File: src/pids_pkg.sv
// Package for the per-identifier duplicate suppressor.
// Holds the word types, the outcome codes, the controller state type and the
// command and status bundles. It depends on nothing else.
`timescale 1ns / 1ps
`default_nettype none

package pids_pkg;

    // Word accepted on the request channel.
    typedef struct packed {
        logic [31:0] message_id;
        logic [31:0] tick_stamp;
    } req_word_t;

    // Word delivered on the response channel.
    typedef struct packed {
        logic       drop;
        logic [1:0] outcome;
    } rsp_word_t;

    // One table entry as it sits in the slot memory.
    typedef struct packed {
        logic [31:0] id;
        logic [31:0] tick;
    } slot_t;

    // Outcome codes.
    localparam logic [1:0] OUT_NEW       = 2'd0;
    localparam logic [1:0] OUT_UPDATED   = 2'd1;
    localparam logic [1:0] OUT_DUPLICATE = 2'd2;
    localparam logic [1:0] OUT_FULL      = 2'd3;

    // Controller states.
    typedef enum logic [1:0] {
        ST_IDLE,
        ST_SCAN,
        ST_COMMIT,
        ST_REPORT
    } ctrl_state_t;

    // Commands from the controller to the datapath.
    typedef struct packed {
        logic load;
        logic scan;
        logic commit;
        logic report;
    } pids_cmd_t;

    // Status from the datapath to the controller.
    typedef struct packed {
        logic scan_done;
        logic out_free;
    } pids_status_t;

endpackage

`default_nettype wire

File: src/pids_ram.sv
// Generic single-write, single-read memory with a registered read port.
// Stands alone; used for the slot table of the duplicate suppressor.
`timescale 1ns / 1ps
`default_nettype none

module pids_ram #(
    parameter int WIDTH = 64,
    parameter int DEPTH = 16,
    parameter int AW    = (DEPTH > 1) ? $clog2(DEPTH) : 1
) (
    input  wire logic             clk,
    input  wire logic             wr_en,
    input  wire logic [AW-1:0]    wr_addr,
    input  wire logic [WIDTH-1:0] wr_data,
    input  wire logic             rd_en,
    input  wire logic [AW-1:0]    rd_addr,
    output logic      [WIDTH-1:0] rd_data
);

    logic [WIDTH-1:0] mem [DEPTH];

    // Write port.
    always_ff @(posedge clk)
    begin
        if (wr_en)
        begin
            mem[wr_addr] <= wr_data;
        end
    end

    // Registered read port; the data holds while no read is issued.
    always_ff @(posedge clk)
    begin
        if (rd_en)
        begin
            rd_data <= mem[rd_addr];
        end
    end

endmodule

`default_nettype wire

File: src/pids_ctrl.sv
// Controller state machine of the duplicate suppressor.
// Depends on pids_pkg for the state, command and status types.
`timescale 1ns / 1ps
`default_nettype none

module pids_ctrl (
    input  wire logic                  clk,
    input  wire logic                  rst_n,
    input  wire logic                  req_valid,
    output logic                       req_stall,
    input  wire pids_pkg::pids_status_t status,
    output pids_pkg::pids_cmd_t         cmd
);

    import pids_pkg::*;

    ctrl_state_t state_reg;
    ctrl_state_t state_next;

    // State register.
    always_ff @(posedge clk or negedge rst_n)
    begin
        if (!rst_n)
        begin
            state_reg <= ST_IDLE;
        end
        else
        begin
            state_reg <= state_next;
        end
    end

    // Next state and commands.
    always_comb
    begin
        state_next = state_reg;
        cmd        = '0;
        req_stall  = 1'b1;
        unique case (state_reg)
            ST_IDLE:
            begin
                req_stall = 1'b0;
                if (req_valid)
                begin
                    cmd.load   = 1'b1;
                    state_next = ST_SCAN;
                end
            end
            ST_SCAN:
            begin
                cmd.scan = 1'b1;
                if (status.scan_done)
                begin
                    state_next = ST_COMMIT;
                end
            end
            ST_COMMIT:
            begin
                cmd.commit = 1'b1;
                state_next = ST_REPORT;
            end
            ST_REPORT:
            begin
                if (status.out_free)
                begin
                    cmd.report = 1'b1;
                    state_next = ST_IDLE;
                end
            end
            default:
            begin
                state_next = ST_IDLE;
            end
        endcase
    end

endmodule

`default_nettype wire

File: src/pids_datapath.sv
// Datapath of the duplicate suppressor: request hold, slot scan, fill count,
// table update and the response register. Depends on pids_pkg and pids_ram.
`timescale 1ns / 1ps
`default_nettype none

module pids_datapath #(
    parameter int TABLE_DEPTH = 16
) (
    input  wire logic                clk,
    input  wire logic                rst_n,
    input  wire pids_pkg::req_word_t req_word,
    input  wire pids_pkg::pids_cmd_t cmd,
    output pids_pkg::pids_status_t   status,
    output logic                     rsp_valid,
    input  wire logic                rsp_stall,
    output pids_pkg::rsp_word_t      rsp_word
);

    import pids_pkg::*;

    localparam int AW = (TABLE_DEPTH > 1) ? $clog2(TABLE_DEPTH) : 1;
    localparam int CW = $clog2(TABLE_DEPTH + 1);
    localparam logic [CW-1:0] DEPTH_CNT = CW'(TABLE_DEPTH);

    // Request being worked on.
    req_word_t       item_reg;

    // Scan state.
    logic [CW-1:0]   scan_addr_reg;
    logic [CW-1:0]   scan_addr_next;
    logic            pend_reg;
    logic            pend_next;
    logic [AW-1:0]   pend_addr_reg;
    logic            hit_reg;
    logic            hit_next;
    logic [AW-1:0]   hit_addr_reg;
    logic            tick_eq_reg;

    // Table fill level; slots below it are the valid ones.
    logic [CW-1:0]   fill_count_reg;
    logic [CW-1:0]   fill_count_next;

    // Outcome of the current request and the response register.
    logic [1:0]      outcome_reg;
    logic            rsp_valid_reg;
    logic            rsp_valid_next;
    rsp_word_t       rsp_word_reg;

    // Memory ports.
    logic            rd_en;
    slot_t           rd_slot;
    logic            wr_en;
    logic [AW-1:0]   wr_addr;
    slot_t           wr_slot;

    logic            issue;
    logic            match;
    logic            full;
    logic [1:0]      outcome_calc;
    logic            scan_done;
    logic            out_free;

    pids_ram #(
        .WIDTH ($bits(slot_t)),
        .DEPTH (TABLE_DEPTH)
    ) u_slot_ram (
        .clk     (clk),
        .wr_en   (wr_en),
        .wr_addr (wr_addr),
        .wr_data (wr_slot),
        .rd_en   (rd_en),
        .rd_addr (scan_addr_reg[AW-1:0]),
        .rd_data (rd_slot)
    );

    // Scan: issue one read a cycle and compare the word read the cycle before.
    always_comb
    begin
        issue          = cmd.scan && (scan_addr_reg < fill_count_reg);
        rd_en          = issue;
        match          = cmd.scan && pend_reg && (rd_slot.id == item_reg.message_id);
        scan_done      = match || (!pend_reg && !issue);
        scan_addr_next = scan_addr_reg;
        pend_next      = pend_reg;
        hit_next       = hit_reg;
        if (cmd.load)
        begin
            scan_addr_next = '0;
            pend_next      = 1'b0;
            hit_next       = 1'b0;
        end
        else if (cmd.scan)
        begin
            pend_next = issue;
            if (issue)
            begin
                scan_addr_next = scan_addr_reg + CW'(1);
            end
            if (match)
            begin
                hit_next = 1'b1;
            end
        end
    end

    // Decision and table write on commit.
    always_comb
    begin
        full    = (fill_count_reg == DEPTH_CNT);
        wr_slot = '{id: item_reg.message_id, tick: item_reg.tick_stamp};
        if (hit_reg)
        begin
            outcome_calc = tick_eq_reg ? OUT_DUPLICATE : OUT_UPDATED;
            wr_addr      = hit_addr_reg;
            wr_en        = cmd.commit && !tick_eq_reg;
        end
        else
        begin
            outcome_calc = full ? OUT_FULL : OUT_NEW;
            wr_addr      = fill_count_reg[AW-1:0];
            wr_en        = cmd.commit && !full;
        end
        fill_count_next = fill_count_reg;
        if (cmd.commit && !hit_reg && !full)
        begin
            fill_count_next = fill_count_reg + CW'(1);
        end
    end

    // Response register handshake.
    always_comb
    begin
        out_free       = !rsp_valid_reg || !rsp_stall;
        rsp_valid_next = rsp_valid_reg;
        if (cmd.report)
        begin
            rsp_valid_next = 1'b1;
        end
        else if (!rsp_stall)
        begin
            rsp_valid_next = 1'b0;
        end
    end

    // Status back to the controller.
    assign status = '{scan_done: scan_done, out_free: out_free};

    // Control registers.
    always_ff @(posedge clk or negedge rst_n)
    begin
        if (!rst_n)
        begin
            scan_addr_reg  <= '0;
            pend_reg       <= 1'b0;
            hit_reg        <= 1'b0;
            fill_count_reg <= '0;
            rsp_valid_reg  <= 1'b0;
        end
        else
        begin
            scan_addr_reg  <= scan_addr_next;
            pend_reg       <= pend_next;
            hit_reg        <= hit_next;
            fill_count_reg <= fill_count_next;
            rsp_valid_reg  <= rsp_valid_next;
        end
    end

    // Payload registers.
    always_ff @(posedge clk)
    begin
        if (cmd.load)
        begin
            item_reg <= req_word;
        end
        if (issue)
        begin
            pend_addr_reg <= scan_addr_reg[AW-1:0];
        end
        if (match)
        begin
            hit_addr_reg <= pend_addr_reg;
            tick_eq_reg  <= (rd_slot.tick == item_reg.tick_stamp);
        end
        if (cmd.commit)
        begin
            outcome_reg <= outcome_calc;
        end
        if (cmd.report)
        begin
            rsp_word_reg.drop    <= (outcome_reg == OUT_DUPLICATE);
            rsp_word_reg.outcome <= outcome_reg;
        end
    end

    assign rsp_valid = rsp_valid_reg;
    assign rsp_word  = rsp_word_reg;

endmodule

`default_nettype wire

File: src/per_id_duplicate_suppressor_unit.sv
// Per-identifier duplicate suppressor, top level.
// Request channel: req_valid, req_stall, req_word (message_id, tick_stamp).
// Response channel: rsp_valid, rsp_stall, rsp_word (drop, outcome).
// Each request word yields exactly one response word, in order. The block
// keeps a table of TABLE_DEPTH identifiers with their last tick; slots fill
// from the lowest upward and are never evicted, so a fill count marks the
// valid ones. The table is searched one slot per cycle through a memory with
// a registered read, the read of one slot overlapping the compare of the
// previous one. From acceptance to the response register a request passes
// through the scan, commit and report states; the scan covers the F filled
// slots (F at most TABLE_DEPTH) and ends early when a match is found. One
// request is worked on at a time; the next is accepted as soon as the
// previous response sits in the output register, even if the receiver has
// not yet taken it.
// Reset empties the table at once (the fill count clears) with no sweep.
// While the receiver stalls, the response word holds and a finished request
// waits for the output register before the next request is taken.
// Depends on pids_pkg, pids_ctrl, pids_datapath and pids_ram.
`timescale 1ns / 1ps
`default_nettype none

module per_id_duplicate_suppressor_unit #(
    parameter int TABLE_DEPTH = 16
) (
    input  wire logic                clk,
    input  wire logic                rst_n,
    input  wire logic                req_valid,
    output logic                     req_stall,
    input  wire pids_pkg::req_word_t req_word,
    output logic                     rsp_valid,
    input  wire logic                rsp_stall,
    output pids_pkg::rsp_word_t      rsp_word
);

    import pids_pkg::*;

    pids_cmd_t    cmd;
    pids_status_t status;

    pids_ctrl u_ctrl (
        .clk       (clk),
        .rst_n     (rst_n),
        .req_valid (req_valid),
        .req_stall (req_stall),
        .status    (status),
        .cmd       (cmd)
    );

    pids_datapath #(
        .TABLE_DEPTH (TABLE_DEPTH)
    ) u_datapath (
        .clk       (clk),
        .rst_n     (rst_n),
        .req_word  (req_word),
        .cmd       (cmd),
        .status    (status),
        .rsp_valid (rsp_valid),
        .rsp_stall (rsp_stall),
        .rsp_word  (rsp_word)
    );

endmodule

`default_nettype wire

File: config.mk
export PLATFORM = sky130hd
export DESIGN_NAME = per_id_duplicate_suppressor_unit
export DESIGN_NICKNAME = d
export VERILOG_FILES = /design/src/pids_pkg.sv /design/src/pids_ram.sv /design/src/pids_ctrl.sv /design/src/pids_datapath.sv /design/src/per_id_duplicate_suppressor_unit.sv
export SDC_FILE = /design/constraint.sdc
export NUM_CORES = 1
export LEC_CHECK = 0
export ABC_AREA = 0
export BUFFER_PORTS_ARGS = -buffer_cell sky130_fd_sc_hd__buf_4
export CAP_MARGIN = 10
export CORE_MARGIN = 4
export CORE_UTILIZATION = 50
export DETAILED_ROUTE_END_ITERATION = 16
export PLACE_DENSITY = 0.73
export SLEW_MARGIN = 20
export SYNTH_ARGS = -nofsm -noshare
export SYNTH_HDL_FRONTEND = slang
export SYNTH_HIERARCHICAL = 1
export SYNTH_SLANG_ARGS = --single-unit
File: constraint.sdc
create_clock -name clk -period 9.5 [get_ports clk]
set_clock_uncertainty 0.05 [all_clocks]
set_input_delay 1.425 -clock clk [delete_from_list [all_inputs] [get_ports clk]]
set_output_delay 1.425 -clock clk [all_outputs]
set_load 0.02 [all_outputs]
-- Word-level counts from Yosys, hierarchy flattened
Memories as Yosys holds them, arrays and structs flattened. A register that Yosys moved wholly into a read port is not among the register bits.
Cells that the tools add are included.
Widths: inputs -> output; s select.
- register bits: 93
- bits in latches: 0
- bits in writable memories: 1024
- memory bits (read-only): 0
- output and inout port bits: 5
- memories kept: 1
- memory list (name ; words ; bits a word ; read ports ; clocked after memory_dff ; wr ports ; RTL line ; source):
    u_datapath.u_slot_ram.mem ; 16 ; 64 ; 1 ; 1 ; 1 ; pids_ram.sv:20 ; logic [WIDTH-1:0] mem [DEPTH];
- $add $sub $neg: 2
- multiply operators: 0
- div/mod/pow operators: 0
- order comparisons: 1
- eq/ne operators: 11
- shifts and indexed selects: 0
- muxes and demuxes: 28
- bitwise logic cells: 0
- reduce and logical (&&, ||, !) cells: 24
- operator list (operator ; number):
    $eq 32x32->1 ; 2
    $mux 1 ; 17
    $mux 5 ; 3
    $mux 2 ; 6
    $add 5x1->5 const B ; 2
    $logic_and 1x1->1 ; 8
    $pmux 2 s4 ; 1
    $logic_not 1->1 ; 7
    $eq 2x2->1 const B ; 3
    $ne 2x1->1 const B ; 3
    $reduce_bool 2->1 ; 3
    $eq 5x5->1 const B ; 1
    $lt 5x5->1 ; 1
    $mux 4 ; 1
    $reduce_and 2->1 ; 2
    $reduce_and 3->1 ; 1
    $eq 2x1->1 const B ; 1
    $logic_not 2->1 ; 1
    $logic_or 1x1->1 ; 2
    $ne 2x2->1 const B ; 1

-- Depth between registers and ports, before layout
Gate-level depths: netlist of the first run.
- word-level depth: 8
- mapped depth: 11
- mapped depth without buffers: 10

-- Modules after synthesis
The synthesis of the first run kept the hierarchy.
- modules (own cells, without submodules) (module ; instances ; cells an instance ; area an instance (µm²) ; sequential area each (µm²)):
    pids_ram ; 1 ; 1647 ; 40222.3 ; 32671.3
    pids_datapath ; 1 ; 251 ; 3818.7 ; 2667.6
    pids_ctrl ; 1 ; 19 ; 181.4 ; 50.0

-- Least setup slack after synthesis of the first run
No wires, ideal clock.
- path kind: flip-flop to flip-flop
- start point: register u_datapath.fill_count_reg[0]
- end point: memory u_datapath.u_slot_ram.mem[0][0] (enable)
- setup time: 0.565 ns
- arrival time: 6.093 ns
- data required time: 8.885 ns
- slack: 2.792 ns
- stages on the path, launching flop included: 9
- buffers on the path: 0
- clock period less this slack: 6.708 ns
- path through: dfrtp_1 inv_1 ha_1 and4_1 and2_1 a21o_1 nor2_1 or3b_2 nor3_1
- cells in the longest elaborated chain, start to end: 6
- elaborated cells on any way between the ends: 7
- classes of those cells: eq/ne (1); mux (4); reduce/logical (2)
- RTL lines (what ; RTL line ; source):
    start: declaration ; pids_datapath.sv:40 ; logic [CW-1:0] fill_count_reg;
    start signal: assignment ; pids_datapath.sv:164 ; fill_count_reg <= fill_count_next;
    $eq 5x5->1 ; pids_datapath.sv:109 ; full = (fill_count_reg == DEPTH_CNT);
    $logic_not 1->1 ; pids_datapath.sv:121 ; wr_en = cmd.commit && !full;
    $logic_and 1x1->1 ; pids_datapath.sv:121 ;
    $mux 1 ; pids_datapath.sv:111 ; if (hit_reg)
    named net u_datapath.wr_en ; pids_datapath.sv:52 ; logic wr_en;
    $mux 1 ; pids_ram.sv:25 ; if (wr_en)
    $mux 1 (not written as such) ; pids_ram.sv:27 ; mem[wr_addr] <= wr_data;
    end: declaration ; pids_ram.sv:20 ;
The timed path passes the listed nets, and every way through them passes these cells.

-- Worst setup path in the final report of the first run
- start point: register u_datapath.fill_count_reg[0]
- end point: memory u_datapath.u_slot_ram.mem[5][38] (enable)
The elaborated chain is that of the path after synthesis.

==> results of run 1 <==
area by class of cell:
class / count / area (sq um)
Clock buffer: 139 / 2880
Multi-Input combinational cell: 634 / 8450
Sequential cell: 1181 / 35400
Inverter: 15 / 57.6
Clock inverter: 65 / 673
Fill cell: 6173 / 37500
Timing Repair Buffer: 109 / 863
Tap cell: 1155 / 1450
cells in the final DEF, fill, tap and decap left out, types with 3 or more instances in the layout:
cell | netlist | routed
xor2_1 | 36 | 36
nor4_1 | 10 | 10
clkinv_2 | 0 | 16
nor3_1 | 7 | 3
nand4_1 | 9 | 9
nor3_2 | 0 | 4
nand2b_1 | 6 | 6
nand2_1 | 75 | 75
dfrtp_1 | 15 | 13
nor2_4 | 0 | 14
edfxtp_1 | 1166 | 1166
clkbuf_16 | 0 | 111
a21oi_1 | 6 | 6
clkinvlp_4 | 0 | 6
xnor2_1 | 34 | 34
buf_4 | 8 | 106
clkbuf_1 | 33 | 28
inv_1 | 15 | 14
o21ai_0 | 8 | 8
nand3_1 | 7 | 7
mux4_2 | 256 | 256
a22oi_1 | 128 | 128
ha_1 | 12 | 12
clkinv_1 | 0 | 25
nor2_1 | 19 | 5
bufinv_16 | 0 | 12
cell families (layout without fill, tap and decap cells):
| family | after synthesis | in the layout | synth area share (%) |
|---|---|---|---|
| XOR/XNOR | 70 | 70 | 1.39 |
| multiplexers | 258 | 258 | 13.1 |
| AND/OR/NAND/NOR | 145 | 145 | 1.50 |
| flip-flops | 1181 | 1181 | 80.0 |
| AO/OA/AOI/OAI | 149 | 149 | 2.47 |
| buffers and inverters | 102 | 328 | 1.19 |
| adder cells (fa/ha/maj) | 12 | 12 | 0.340 |
per-stage QoR:
step           worst slack (ps)  hold WS (ps)  util (%)
3_5_place_dp               5460           356      52.9
6_report                   5470           369      57.0
5_1_grt                    5250           387      57.0
3_3_place_gp               5420           356      52.9
4_1_cts                    5450           370      57.0
2_1_floorplan              2790           350         -
worst reg2reg max path, stage by stage (launching register included):
cell	delay (ps)
dfrtp_1	400
inv_1	100
ha_1	200
and4_1	160
and2_1	170
a21o_1	170
nor2_1	240
nand3b_1	370
nor2_4	900
buf_4	850
power by group through the flow:
stage / clock network, W / registers (W) / logic (W)
global placement: 0 / 0.00708 / 0.00266
CTS: 0.00441 / 0.00703 / 0.00273
detailed placement: 0 / 0.00713 / 0.00271
floorplan: 0 / 0.00698 / 0.00202
global route: 0.00465 / 0.00709 / 0.00289
finish: 0.00433 / 0.00702 / 0.00271
routing by layer:
| metal | routed length, microns | part of all wire, % |
|---|---|---|
| met5 | 0 | 0 |
| met3 | 9390 | 10 |
| met1 | 37000 | 39 |
| met4 | 2440 | 2.6 |
| met2 | 45400 | 48 |
worst max path at each step:
stage / from / endpoint / slack, ps / cells past startpoint
2_1_floorplan: u_datapath/fill_count_reg[0]$_DFFE_PN0P_ / u_datapath/u_slot_ram/mem[0][0]$_DFFE_PP_ / 2790 / 8
3_3_place_gp: u_datapath/fill_count_reg[0]$_DFFE_PN0P_ / u_datapath/u_slot_ram/mem[1][61]$_DFFE_PP_ / 5420 / 9
3_5_place_dp: u_datapath/scan_addr_reg[1]$_DFFE_PN0P_ / u_ctrl/state_reg[1]$_DFFE_PN0P_ / 5460 / 9
4_1_cts: u_datapath/scan_addr_reg[1]$_DFFE_PN0P_ / u_ctrl/state_reg[1]$_DFFE_PN0P_ / 5450 / 9
5_1_grt: u_datapath/scan_addr_reg[0]$_DFFE_PN0P_ / u_datapath/u_slot_ram/rd_data[38]$_DFFE_PP_ / 5250 / 5
6_report: u_datapath/fill_count_reg[0]$_DFFE_PN0P_ / u_datapath/u_slot_ram/mem[5][38]$_DFFE_PP_ / 5470 / 9
==> impl_metrics.py, run 1 <==
metrics = {
    "run_status": {
        "outcome": "complete, no violations",
    },
    "floorplanning": {
        "rows": 108,
        "core_area_sq_mm": 0.0873,
        "start_util_pct": 50.7,
        "ios": 73,
        "fp.dieW_microns": 305,
        "die-area_sq_mm": 0.0933,
        "die_h_microns": 305,
    },
    "timing": {
        "finalHoldViolations": 0,
        "rsz0062_at_grt": "no",
        "clock.fmax_ghz": 0.248,
        "max_slew_margin_pct": 14.3,
        "setup_tns_ps": 0,
        "setup_viol": 0,
        "worstMarginPinSlew_ps": 1280,
        "final_max_slew_viol_count": 0,
        "finalCriticalPeriod_ps": 4030,
        "fin_crit_sh_pct": 42.5,
    },
    "cts": {
        "cts_buffers": 110,
        "cts_root_buf": "clkbuf_16",
        "cts_setup_buffers": 0,
        "cts_tree": "yes",
        "htreeDepth": 3,
        "cts_buffer_depth": 3,
        "clkLatencyLatePin_ps": 680,
        "cts.sinks": 1181,
        "clk_pin_slew_ps": 60,
        "postCtsHoldBufs": 0,
        "post_cts_resize_count": 0,
    },
    "global_routing": {
        "grt_use_met2_pct": 31.8,
        "antenna_found_initial": 2,
        "grt_pass1_wl_microns": 141000,
        "grt.total_usage_pct": 20.3,
        "grt_use_met3_pct": 3.56,
        "busiest_layer": "met2",
        "overflow": 0,
        "grt_pass1_vias": 21073,
        "grt_max_degree": 171,
        "met1_usage_pct": 29.8,
    },
    "place": {
        "port_buffers": 72,
        "place_area_sq_mm": 0.0462,
        "dp_hpwl_microns": 45700,
        "finalWeightedCongestion": 0.749,
        "place_inst": 3094,
    },
    "synth": {
        "syn_area_sq_mm": 0.0442,
        "synth_seq_cells": 1181,
        "syn-instance-count": 1917,
        "synth_seq_area_share_pct": 80.0,
        "syn-num-nets": 1997,
        "syn_area_per_cell_sq_um": 23.1,
        "yosys.area.top_type": "edfxtp_1",
        "yosys_warnings": 6,
        "ys_types": 38,
        "synth_edf_count": 1166,
        "synth_top_area_share_pct": 79.2,
        "synth_flop_cell": "edfxtp_1",
        "yosysMostFrequentCell": "edfxtp_1",
        "ys_top_cells_by_area": "edfxtp_1, mux4_2, a22oi_1",
        "synthArstFlopShare_pct": 1.27,
        "ys_top_cells_by_count": "edfxtp_1, mux4_2, a22oi_1",
    },
    "worst_setup_path": {
        "r2r-end": "u_datapath/u_slot_ram/mem[5][38]$_DFFE_PP_",
        "rr_startpoint": "u_datapath/fill_count_reg[0]$_DFFE_PN0P_",
        "critPathLaunchType": "register",
        "max_stage_delay_ps": 900,
        "cp.arrival_ps": 4280,
        "cp.required_ps": 9740,
        "crit_type": "reg -> reg",
        "reg2reg_setup_slack_ps": 5470,
        "cp_max_fo": 43,
        "reg2reg_depth": 9,
        "crit_family": "simple AND/OR/NAND/NOR gates",
        "path_buf_inv": 2,
        "end_kind": "register",
        "cpMaxStageDelayCell": "nor2_4",
        "crit_chain": "inv_1 -> ha_1 -> and4_1 -> and2_1 -> a21o_1 -> nor2_1 -> nand3b_1 -> nor2_4 -> buf_4",
    },
    "layout": {
        "num_antenna_cells": 0,
        "design_area_sq_mm": 0.0498,
        "nNetsFinal": 2131,
        "drive_above_1_share_pct": 25.4,
        "area_growth_pct": 12.5,
        "fin_cells": 3298,
        "largest_reg_flops": 1024,
    },
    "run": {
        "cap_violations": 0,
    },
    "min_path": {
        "hold_end": "u_datapath/hit_addr_reg[3]$_DFFE_PP_",
        "min_from": "u_datapath/pend_addr_reg[3]$_DFFE_PP_",
        "hold_depth": 0,
        "hold_class": "reg -> reg",
    },
    "power_and_ir_drop": {
        "power_w": 0.0141,
        "intPower_w": 0.0103,
        "pwr-share-comb_pct": 19.2,
        "p_leak_nw": 15.5,
        "powerDensity_mw_per_mm2": 282,
        "sw_frac_of_total_pct": 27.0,
        "vdd_ir_drop_max_uv": 172,
        "p_clk_share_pct": 30.8,
        "power.switching_w": 0.00380,
        "p_seq_share_pct": 49.9,
    },
    "routing": {
        "ant_nets": 0,
        "firstDrtPassIters": 5,
        "drc": 0,
        "avgViaCountPerCell": 6.17,
        "drt_iter0_markers": 2675,
        "vias": 20354,
        "wirelength_microns": 94200,
        "wl_per_cell_microns": 28.6,
    },
}
(Power assumes the default switching activity.)
==> run 2: changes to the inputs <==
Settings changed: ABC_AREA 0 to 1, PLACE_DENSITY 0.73 to 0.75.
Clock period 9.5 ns to 3.6 ns, I/O delays scaled along.
==> run 2 against run 1 <==
Die area is 14% higher. Combinational power grew to 3.7 times the previous value. Power grew to 2.9 times the previous value. Global-route usage rose by 1.5 points. Sequential cell count did not move. Register-to-register slack got worse by 4900 ps. Critical endpoint is now u_datapath/u_slot_ram/mem[15][0]$_DFFE_PP_.
==> impl_metrics.py, run 2 <==
metrics = {
    "run_status": {
        "outcome": "complete, no violations",
    },
    "cts": {
        "cts.sinks": 1181,
        "clkLatencyLatePin_ps": 710,
        "cts_buffer_depth": 3,
        "clk_pin_slew_ps": 70,
        "cts_root_buf": "clkbuf_16",
        "cts_buffers": 114,
        "htreeDepth": 3,
        "cts_tree": "yes",
    },
    "floorplanning": {
        "die_h_microns": 326,
        "die-area_sq_mm": 0.106,
        "rows": 116,
        "fp.dieW_microns": 326,
        "start_util_pct": 50.4,
        "core_area_sq_mm": 0.100,
        "ios": 73,
    },
    "timing": {
        "final_max_slew_viol_count": 0,
        "worstMarginPinSlew_ps": 1210,
        "finalHoldViolations": 0,
        "max_slew_margin_pct": 19.3,
        "fin_crit_sh_pct": 84.4,
        "rsz0062_at_grt": "no",
        "setup_viol": 0,
        "clock.fmax_ghz": 0.329,
        "finalCriticalPeriod_ps": 3040,
    },
    "synth": {
        "syn-num-nets": 4733,
        "yosys.area.top_type": "edfxtp_1",
        "synth_seq_area_share_pct": 70.1,
        "syn_area_per_cell_sq_um": 10.8,
        "synth_seq_cells": 1181,
        "yosys_warnings": 6,
        "syn-instance-count": 4653,
        "synth_top_area_share_pct": 69.4,
        "ys_top_cells_by_area": "edfxtp_1, nand2_1, nand3_1",
        "ys_types": 37,
        "syn_area_sq_mm": 0.0505,
        "synth_edf_count": 1166,
        "ys_top_cells_by_count": "nand2_1, edfxtp_1, inv_1",
        "synth_flop_cell": "edfxtp_1",
        "yosysMostFrequentCell": "nand2_1",
        "synthArstFlopShare_pct": 1.27,
    },
    "routing": {
        "avgViaCountPerCell": 5.31,
        "vias": 32797,
        "drt_iter0_markers": 3810,
        "drc": 0,
        "wl_per_cell_microns": 19.0,
        "wirelength_microns": 117000,
        "ant_nets": 0,
        "firstDrtPassIters": 5,
    },
    "worst_setup_path": {
        "cpMaxStageDelayCell": "nor2_4",
        "reg2reg_setup_slack_ps": 560,
        "crit_top_cell": "nor2_1",
        "crit_type": "reg -> reg",
        "crit_chain": "inv_1 -> ha_1 -> nand2_1 -> nor3_1 -> nor2_1 -> nor2_1 -> nor2_1 -> nand3_1 -> nor2_4 -> buf_12",
        "end_kind": "register",
        "cp.required_ps": 3930,
        "cp_max_fo": 19,
        "max_stage_delay_ps": 610,
        "critPathLaunchType": "register",
        "cp.arrival_ps": 3370,
    },
    "global_routing": {
        "grt_pass1_wl_microns": 181000,
        "overflow": 0,
        "grt.total_usage_pct": 21.8,
        "grt_max_degree": 214,
        "antenna_found_initial": 0,
        "grt_pass1_vias": 31961,
    },
    "power_and_ir_drop": {
        "vdd_ir_drop_max_uv": 658,
        "powerDensity_mw_per_mm2": 707,
        "power_w": 0.0404,
        "p_leak_nw": 23.8,
    },
    "layout": {
        "drive_above_1_share_pct": 7.64,
        "fill_cells": 7758,
        "nNetsFinal": 4863,
        "largest_reg_flops": 1024,
        "area_growth_pct": 13.1,
        "final_cell_mix": "nand2_1, edfxtp_1, inv_1",
        "num_antenna_cells": 0,
        "fin_cells": 6180,
        "final_common_cell": "nand2_1",
    },
    "place": {
        "dp_hpwl_microns": 61100,
        "finalWeightedCongestion": 0.888,
        "port_buffers": 72,
        "place_inst": 5900,
    },
    "min_path": {
        "hold_class": "in -> reg",
    },
    "run": {
        "cap_violations": 0,
    },
}
-- run 2: changes by cell type in the layout (fill, tap and decap cells not counted), moves of 15 or more --
cell           previous run  this run
buf_12                    2        37
inv_1                    14       846
nor2_1                    5        30
nand2_1                  75      1455
buf_4                   106       126
mux4_2                  256         0
clkbuf_1                 28        13
nand3_1                   7       786
a22oi_1                 128         0
dlygate4sd3_1             0        65
xor2_1                   36         7
-- run 2: timing repair --
action	4_1_cts	5_1_grt
gates resized for setup	0	0
hold endpoints to repair	79	0
hold buffers	65	0
buffers inserted	0	0
-- run 2: worst paths after layout --
| check | depth (start not counted) | endpoint | start |
|---|---|---|---|
| min | 3 | u_datapath/rsp_valid$_DFFE_PN0P_ | rsp_stall |
| max | 10 | u_datapath/u_slot_ram/mem[15][0]$_DFFE_PP_ | u_datapath/fill_count_reg[0]$_DFFE_PN0P_ |
| max in group asynchronous | 2 | u_datapath/scan_addr_reg[1]$_DFFE_PN0P_ | rst_n |
| min in group asynchronous | 2 | u_datapath/rsp_valid$_DFFE_PN0P_ | rst_n |
| min reg2reg | 0 | u_datapath/hit_addr_reg[0]$_DFFE_PP_ | u_datapath/pend_addr_reg[0]$_DFFE_PP_ |
| max reg2reg | 10 | u_datapath/u_slot_ram/mem[15][0]$_DFFE_PP_ | u_datapath/fill_count_reg[0]$_DFFE_PN0P_ |
-- run 2: cells by family (layout without fill, tap and decap cells) --
group	Yosys count	after routing	share of synthesized area, %
and+or+nand+nor	2331	2331	19.5
DFF	1181	1181	70.1
buffers and inverters	1067	1296	9.08
xor gates and xnor gates	45	45	0.781
AOI/OAI and AO/OA	17	17	0.193
adders and majority gates	12	12	0.297
-- run 2: layout make-up --
cell class	count	area [sq um]	area share [%]
clock inverter	86	907	1.59
clock buffer	129	2950	5.17
inverter	853	3240	5.67
tap	1298	1620	2.84
timing repair buffer	228	2340	4.09
sequential	1181	35400	62.0
multi-input combinational	2405	10600	18.6
-- run 2: layer usage --
metal  part of all wire (%)  wire length [microns]  global-route usage (%)  up-vias
li1                       -                      -                       -    15354
met1                     40                  46600                    29.2    15672
met2                     49                  57000                    36.4     1519
met3                    8.4                   9880                    3.10      252
met4                    3.3                   3860                    8.06        0
met5                      0                      0                       0        -
-- run 2: critical path, delay by kind of cell, from the launching register on --
kind                       cells  cell delay [ps]
and+or+nand+nor                7             1660
buffers and inverters          2              350
DFF                            1              430
adders and majority gates      1              200
-- run 2: where the power goes --
part / internal (W) / switching, W / total (W) / leakage (nW)
clock: 0.00706 / 0.00513 / 0.0122 / 1.89
sequential: 0.0174 / 0.000910 / 0.0183 / 10.7
combinational: 0.00293 / 0.00700 / 0.00993 / 11.2
total: 0.0273 / 0.0130 / 0.0404 / 23.8
-- run 2: through the flow --
step / hold slack, ps / area (sq um) / utilization [%] / TNS (ps) / setup WS [ps]
final: 30.7 / 57100 / 57.0 / 0 / 561
after global routing: 53.2 / 57100 / 57.0 / 0 / 388
after CTS: 6.42 / 57100 / 57.0 / 0 / 634
after detailed placement: 355 / 52600 / 52.5 / 0 / 683
after global placement: 350 / 52600 / 52.5 / 0 / 641
after floorplan: 194 / 50500 / - / -902410 / -897
